### src/rtl/u8dec_pkg.sv
package u8dec_pkg;

    localparam int unsigned CP_W = 32;

    // Highest trailing-byte count a lead byte can announce
    localparam logic [2:0] MAX_TRAIL = 3'd5;

    localparam logic [CP_W-1:0] OFS_TRAIL1 = 32'h0000_3080;
    localparam logic [CP_W-1:0] OFS_TRAIL2 = 32'h000E_2080;
    localparam logic [CP_W-1:0] OFS_TRAIL3 = 32'h03C8_2080;
    localparam logic [CP_W-1:0] OFS_TRAIL4 = 32'hFA08_2080;
    localparam logic [CP_W-1:0] OFS_TRAIL5 = 32'h8208_2080;

    localparam logic [CP_W-1:0] CP_RSQUO_IN  = 32'd146;
    localparam logic [CP_W-1:0] CP_LDQUO_IN  = 32'd147;
    localparam logic [CP_W-1:0] CP_RDQUO_IN  = 32'd148;
    localparam logic [CP_W-1:0] CP_MDASH_IN  = 32'd151;
    localparam logic [CP_W-1:0] CP_RSQUO_OUT = 32'h0000_2019;
    localparam logic [CP_W-1:0] CP_LDQUO_OUT = 32'h0000_201C;
    localparam logic [CP_W-1:0] CP_RDQUO_OUT = 32'h0000_201D;
    localparam logic [CP_W-1:0] CP_MDASH_OUT = 32'h0000_2014;

    typedef struct packed {
        logic [2:0]      remaining;
        logic [2:0]      len_idx;
        logic [CP_W-1:0] acc;
    } t_dec_state;

    typedef struct packed {
        logic            valid;
        logic [CP_W-1:0] code_point;
        logic            final_char;
        logic            truncated;
    } t_dec_result;

    function automatic logic [2:0] trail_count(input logic [7:0] b);
        logic [2:0] n;
        priority if (b < 8'hC0) n = 3'd0;
        else if (b < 8'hE0)     n = 3'd1;
        else if (b < 8'hF0)     n = 3'd2;
        else if (b < 8'hF8)     n = 3'd3;
        else if (b < 8'hFC)     n = 3'd4;
        else                    n = 3'd5;
        return n;
    endfunction

    function automatic logic [CP_W-1:0] seq_offset(input logic [2:0] idx);
        logic [CP_W-1:0] ofs;
        unique case (idx)
            3'd0:    ofs = '0;
            3'd1:    ofs = OFS_TRAIL1;
            3'd2:    ofs = OFS_TRAIL2;
            3'd3:    ofs = OFS_TRAIL3;
            3'd4:    ofs = OFS_TRAIL4;
            default: ofs = OFS_TRAIL5;
        endcase
        return ofs;
    endfunction

    function automatic logic [CP_W-1:0] punct_fixup(input logic [CP_W-1:0] v);
        logic [CP_W-1:0] r;
        priority if (v == CP_RSQUO_IN) r = CP_RSQUO_OUT;
        else if (v == CP_LDQUO_IN)     r = CP_LDQUO_OUT;
        else if (v == CP_RDQUO_IN)     r = CP_RDQUO_OUT;
        else if (v == CP_MDASH_IN)     r = CP_MDASH_OUT;
        else                           r = v;
        return r;
    endfunction

endpackage

### src/rtl/u8dec_in_if.sv
interface u8dec_in_if;
    logic       valid;
    logic       ready;
    logic [7:0] data_byte;
    logic       end_of_string;

    modport source (output valid, output data_byte, output end_of_string, input ready);
    modport sink   (input valid, input data_byte, input end_of_string, output ready);
endinterface

### src/rtl/u8dec_out_if.sv
interface u8dec_out_if;
    logic        valid;
    logic        ready;
    logic [31:0] code_point;
    logic        final_char;
    logic        truncated;

    modport source (output valid, output code_point, output final_char, output truncated,
                    input ready);
    modport sink   (input valid, input code_point, input final_char, input truncated,
                    output ready);
endinterface

### src/rtl/utf8_to_utf32_decoder.sv
// Path: the last byte of a code point is taken into the input register, then the code point
// goes into the result register; a result held by the sink can hold it between the two.
// Throughput: one byte per cycle; the decode step is a single shift-add, subtract and
// compare between the two registers. A result held by the sink stalls the input.
// Reset: synchronous, active low; clears sequence state and both valid flags.
module utf8_to_utf32_decoder (
    input  logic               i_clk,
    input  logic               i_rst_n,
    u8dec_in_if.sink           i_in,
    u8dec_out_if.source        o_out
);

    logic                   r_in_valid;
    logic [7:0]             r_in_byte;
    logic                   r_in_eos;
    u8dec_pkg::t_dec_state  r_state;
    u8dec_pkg::t_dec_state  n_state;
    u8dec_pkg::t_dec_result n_result;
    u8dec_pkg::t_dec_result r_out;
    logic                   out_free;
    logic                   step_go;

    assign out_free   = !r_out.valid || o_out.ready;
    assign step_go    = r_in_valid && out_free;
    assign i_in.ready = !r_in_valid || out_free;

    u8dec_step u_step (
        .i_state  (r_state),
        .i_byte   (r_in_byte),
        .i_eos    (r_in_eos),
        .o_state  (n_state),
        .o_result (n_result)
    );

    always_ff @(posedge i_clk) begin
        if (!i_rst_n) begin
            r_in_valid <= 1'b0;
        end else if (i_in.ready) begin
            r_in_valid <= i_in.valid;
        end
        if (i_in.ready && i_in.valid) begin
            r_in_byte <= i_in.data_byte;
            r_in_eos  <= i_in.end_of_string;
        end
    end

    always_ff @(posedge i_clk) begin
        if (!i_rst_n) begin
            r_state     <= '0;
            r_out.valid <= 1'b0;
        end else begin
            if (step_go) begin
                r_state <= n_state;
            end
            // Advance the result register whenever it is free
            if (out_free) begin
                r_out.valid <= step_go && n_result.valid;
            end
        end
        if (step_go && n_result.valid) begin
            r_out.code_point <= n_result.code_point;
            r_out.final_char <= n_result.final_char;
            r_out.truncated  <= n_result.truncated;
        end
    end

    assign o_out.valid      = r_out.valid;
    assign o_out.code_point = r_out.code_point;
    assign o_out.final_char = r_out.final_char;
    assign o_out.truncated  = r_out.truncated;

endmodule

### src/rtl/u8dec_step.sv
module u8dec_step (
    input  u8dec_pkg::t_dec_state  i_state,
    input  logic [7:0]             i_byte,
    input  logic                   i_eos,
    output u8dec_pkg::t_dec_state  o_state,
    output u8dec_pkg::t_dec_result o_result
);

    u8dec_pkg::t_dec_state mid;
    logic [2:0]            idx;
    logic [31:0]           value;

    always_comb begin
        // Gather: with no sequence open a byte starts one, inside a sequence any byte shifts in
        if (i_state.remaining == 3'd0) begin
            mid.remaining = u8dec_pkg::trail_count(i_byte);
            mid.len_idx   = u8dec_pkg::trail_count(i_byte);
            mid.acc       = {24'd0, i_byte};
        end else begin
            mid.remaining = i_state.remaining - 3'd1;
            mid.len_idx   = i_state.len_idx;
            mid.acc       = {i_state.acc[25:0], 6'd0} + {24'd0, i_byte};
        end

        idx   = (mid.len_idx > u8dec_pkg::MAX_TRAIL) ? u8dec_pkg::MAX_TRAIL : mid.len_idx;
        value = mid.acc - u8dec_pkg::seq_offset(idx);

        o_state  = mid;
        o_result = '0;
        if (mid.remaining == 3'd0) begin
            o_result.valid      = 1'b1;
            o_result.code_point = u8dec_pkg::punct_fixup(value);
            o_result.final_char = i_eos;
            o_state             = '0;
        end else if (i_eos) begin
            // String ended mid-sequence: drop the partial word, flag it
            o_result.valid      = 1'b1;
            o_result.final_char = 1'b1;
            o_result.truncated  = 1'b1;
            o_state             = '0;
        end
    end

endmodule

### src/flat_wrapper.sv
// flat-port wrapper written by rule: the top's interface ports become plain ports
module utf8_to_utf32_decoder_flat 
  (i_clk, i_rst_n, i_in_valid, i_in_data_byte, i_in_end_of_string, i_in_ready, o_out_valid, o_out_code_point, o_out_final_char, o_out_truncated, o_out_ready);
  u8dec_in_if i_in_i ();
  u8dec_out_if o_out_i ();
  input  logic i_clk;
  input  logic i_rst_n;
  input wire logic [$bits(i_in_i.valid)-1:0] i_in_valid;
  input wire logic [$bits(i_in_i.data_byte)-1:0] i_in_data_byte;
  input wire logic [$bits(i_in_i.end_of_string)-1:0] i_in_end_of_string;
  output wire logic [$bits(i_in_i.ready)-1:0] i_in_ready;
  output wire logic [$bits(o_out_i.valid)-1:0] o_out_valid;
  output wire logic [$bits(o_out_i.code_point)-1:0] o_out_code_point;
  output wire logic [$bits(o_out_i.final_char)-1:0] o_out_final_char;
  output wire logic [$bits(o_out_i.truncated)-1:0] o_out_truncated;
  input wire logic [$bits(o_out_i.ready)-1:0] o_out_ready;
  assign i_in_i.valid = i_in_valid;
  assign i_in_i.data_byte = i_in_data_byte;
  assign i_in_i.end_of_string = i_in_end_of_string;
  assign i_in_ready = i_in_i.ready;
  assign o_out_valid = o_out_i.valid;
  assign o_out_code_point = o_out_i.code_point;
  assign o_out_final_char = o_out_i.final_char;
  assign o_out_truncated = o_out_i.truncated;
  assign o_out_i.ready = o_out_ready;
  utf8_to_utf32_decoder u_core (.i_clk(i_clk), .i_rst_n(i_rst_n), .i_in(i_in_i), .o_out(o_out_i));
endmodule
### config.mk
export PLATFORM = sky130hd
export DESIGN_NAME = utf8_to_utf32_decoder_flat
export DESIGN_NICKNAME = d
export VERILOG_FILES = /design/src/rtl/u8dec_pkg.sv /design/src/rtl/u8dec_in_if.sv /design/src/rtl/u8dec_out_if.sv /design/src/rtl/utf8_to_utf32_decoder.sv /design/src/rtl/u8dec_step.sv /design/src/flat_wrapper.sv
export SDC_FILE = /design/constraint.sdc
export NUM_CORES = 1
export LEC_CHECK = 0
export BUFFER_PORTS_ARGS = -buffer_cell sky130_fd_sc_hd__buf_2
export CAP_MARGIN = 30
export CORE_ASPECT_RATIO = 0.75
export CORE_MARGIN = 8
export CORE_UTILIZATION = 60
export DETAILED_ROUTE_END_ITERATION = 12
export PLACE_DENSITY = 0.81
export SLEW_MARGIN = 10
export SYNTH_ARGS = -nofsm -noshare
export SYNTH_HDL_FRONTEND = slang
export SYNTH_SLANG_ARGS = --single-unit
### constraint.sdc
create_clock -name i_clk -period 7.1 [get_ports i_clk]
set_input_delay 0.355 -clock i_clk [delete_from_list [all_inputs] [get_ports i_clk]]
set_output_delay 0.355 -clock i_clk [all_outputs]
set_load 0.1 [all_outputs]
==> impl_metrics.ini <==
[run]
cap_violations = 0

[placed_design]
place_congestion = 0.897
numPortBuffers = 48
dp_hpwl_um = 10400

[clock_network]
cts_sinks = 77
path_clk_slew_ns = 0.06
cts_resized = 0
cts_buffers = 9
clkLatencyLatePin_ns = 0.35
cts_hold_buffers = 0
htreeDepth = 3
post_cts_buffers = 0
cts_buffer_depth = 2
cts_tree = built
cts-root-buf = clkbuf_16

[routing]
initialDrtViolationCount = 567
drt_wl_total_um = 14200
drcViolationCount = 0
firstDrtPassIters = 6
vias = 4661
post_drt_wl_per_cell_um = 19.7
vias_per_cell = 6.47
final_antenna_net_count = 0

[global_route]
met2_usage_pct = 34.5
grt_use_met3_pct = 5.87
grt_pass1_wl_um = 22800
grt.overflow.total = 0
met1_usage_pct = 34.4
grt_busiest_layer = met2
grt_usage_pct = 24.2
grt_max_degree = 36
grt_pass1_vias = 4337
antenna_found_initial = 0

[logic_synthesis]
syn_nets = 605
yosys_register_bits = 77
synth_commonest_cells = nand2_1 (45), nor2_1 (45), edfxtp_1 (43)
synth-edff-count = 43
postSynthAreaPerCell_um2 = 9.09
yosys_warnings = 0
netlist_area_um2 = 5200
yosysSeqAreaShare_pct = 37.9
netlist_instances = 572
synth_largest_area_cell = edfxtp_1
synth_top_area_share_pct = 24.8
ys_types = 77
synthTopCellsByArea = edfxtp_1 (25%), dfxtp_1 (13%), ha_1 (4.6%)
synth-main-ff-cell = edfxtp_1
async_reset_ff_share_pct = 0

[power]
ir_drop_v = 0.000191
p_int_mw = 0.909
p_sw_mw = 0.415
p_clk_share_pct = 39.1
p_sw_share_pct = 31.3
p_leak_nw = 2.17
power_frac_comb_pct = 22.3
p_seq_share_pct = 38.6
power_density_nw_per_um2 = 227

[critical_path]
crit_path_end_kind = flop
cp.arrival_ns = 5.75
cp_max_fo = 10
rrSetupSlack_ns = 1.40
startpoint = u_core.r_in_byte[6]
worstReg2RegEnd = u_core.o_out.code_point[7]
reg2reg_depth = 20
r2r_start = u_core.r_in_byte[6]
critPathKind = reg2reg
cp-start-kind = flop
worstPathRequired_ns = 7.15

[final_layout]
multi_input_area_um2 = 3030
synthToLayoutAreaGrowth_pct = 12.4
drive_gt1_share_pct = 16.2
fill_cells = 642
seq_area_um2 = 1970
layout.nets = 640
antenna_cells = 0

[timing]
worst_slew_pin_slew_ns = 0.908
relSlewSlack_pct = 39.5
drv_slew = 0
rsz0062_at_grt = no
fin_crit_ns = 5.70
hold_viol_final = 0
fmax_ghz = 0.175
setup_tns_ns = 0
setup_viol = 0
fin_crit_sh_pct = 80.3
whs_ns = 0.181
fin_worst_skew_ns = 0.0117

[die]
die_h_um = 96.6
coreArea_um2 = 8450
placementRows = 29
start_util_pct = 61.5
die_x_um = 123
io_pins = 49
dieArea_um2 = 11900

[worst_hold_path]
hold_path_end = u_core.r_in_byte[7]
min_from = i_in_data_byte[7]
hp-class = in2reg
whs_path_depth = 1

[status]
status = finished, final reports clean
-- power groups by stage --
stage,registers (mW),clock network (mW),logic (mW)
floorplan,0.627,0,0.123
global placement,0.519,0,0.280
detailed placement,0.520,0,0.285
CTS,0.511,0.519,0.289
global route,0.513,0.531,0.311
finish,0.510,0.518,0.295
-- metal layers --
layer / share of wire (%) / vias to the layer above
met3: 12 / 28
met5: 0 / -
met4: 1.9 / 0
met1: 44 / 2147
met2: 43 / 295
li1: - / 2191
-- metrics by stage --
stage | util, % | worst slack, ns | std cells | cell area, um^2 | power [mW]
after floorplan | - | 2.15 | 572 | 5200 | 0.750
after global placement | 64.7 | 1.81 | 702 | 5470 | 0.799
after detailed placement | 64.9 | 1.55 | 703 | 5480 | 0.805
after CTS | 68.8 | 1.48 | 719 | 5820 | 1.32
after global routing | 69.1 | 1.06 | 720 | 5840 | 1.36
final | 69.1 | 1.40 | 720 | 5840 | 1.32
-- worst max-delay path by stage --
stage                                 endpoint  cells after the start
finish              u_core.o_out.code_point[7]                     20
global route        u_core.o_out.code_point[7]                     20
CTS                 u_core.o_out.code_point[7]                     20
detailed placement  u_core.o_out.code_point[7]                     20
global placement    u_core.o_out.code_point[7]                     20
floorplan           u_core.o_out.code_point[7]                     21
-- final cells by class --
type	count	share of cell area, %
well taps	108	2.31
flip-flops and latches	77	33.8
inverters	19	1.22
multi-input cells	447	51.9
clock buffers	12	4.58
repair buffers	53	5.03
clock inverters	4	1.18
-- cell families (layout without fill, tap and decap cells) --
kind of cell             Yosys count  count (layout)  share of synthesized area, %
AND/OR/NAND/NOR                  250             250                          27.2
AO/OA/AOI/OAI                    142             142                          19.5
flip-flops                        77              77                          37.9
buffers and inverters             48              88                          3.97
XOR/XNOR                          24              24                          4.04
adder cells (fa/ha/maj)           20              20                          4.96
multiplexers                      11              11                          2.36
-- sequential cells by signal, indices dropped and copies added, names as in the netlist --
signal	count
u_core.r_in_valid	1
u_core.o_out.final_char	1
u_core.o_out.truncated	1
u_core.o_out.code_point	32
u_core.r_in_byte	8
u_core.o_out.valid	1
u_core.r_in_eos	1
u_core.r_state	32
-- cells in the final DEF, fill, tap and decap left out, types with 4 or more instances in the layout --
cell	n
a21boi_0	4
a21o_1	5
a21oi_1	24
a22oi_1	24
a31oi_1	8
and2_1	19
and3_1	12
and4_1	6
buf_2	48
clkbuf_16	10
dfxtp_1	34
edfxtp_1	43
ha_1	19
inv_1	19
mux2i_1	6
nand2_1	45
nand2b_1	5
nand3_1	16
nand4_1	10
nor2_1	44
nor2b_1	33
nor3_1	12
nor3b_1	5
nor4_1	5
o211ai_1	5
o21ai_0	31
o21ai_1	4
o31ai_1	5
or3_1	8
or4_1	5
xnor2_1	14
xor2_1	10
-- critical path: stages (launching register included) --
cell,delay (ns)
edfxtp_1,0.38
ha_1,0.25
inv_1,0.07
fa_1,0.47
nand3b_2,0.29
or4_4,0.54
nor2b_1,0.31
and4_1,0.26
xnor2_1,0.12
nor2_1,0.05
ha_1,0.33
a21o_1,0.17
a21o_1,0.22
a21oi_1,0.14
nand3_1,0.17
or4_1,0.53
mux2i_1,0.24
o22ai_2,0.15
nor4_4,0.35
and3_1,0.27
a211oi_1,0.10
Power figures use the tool's default switching activity.
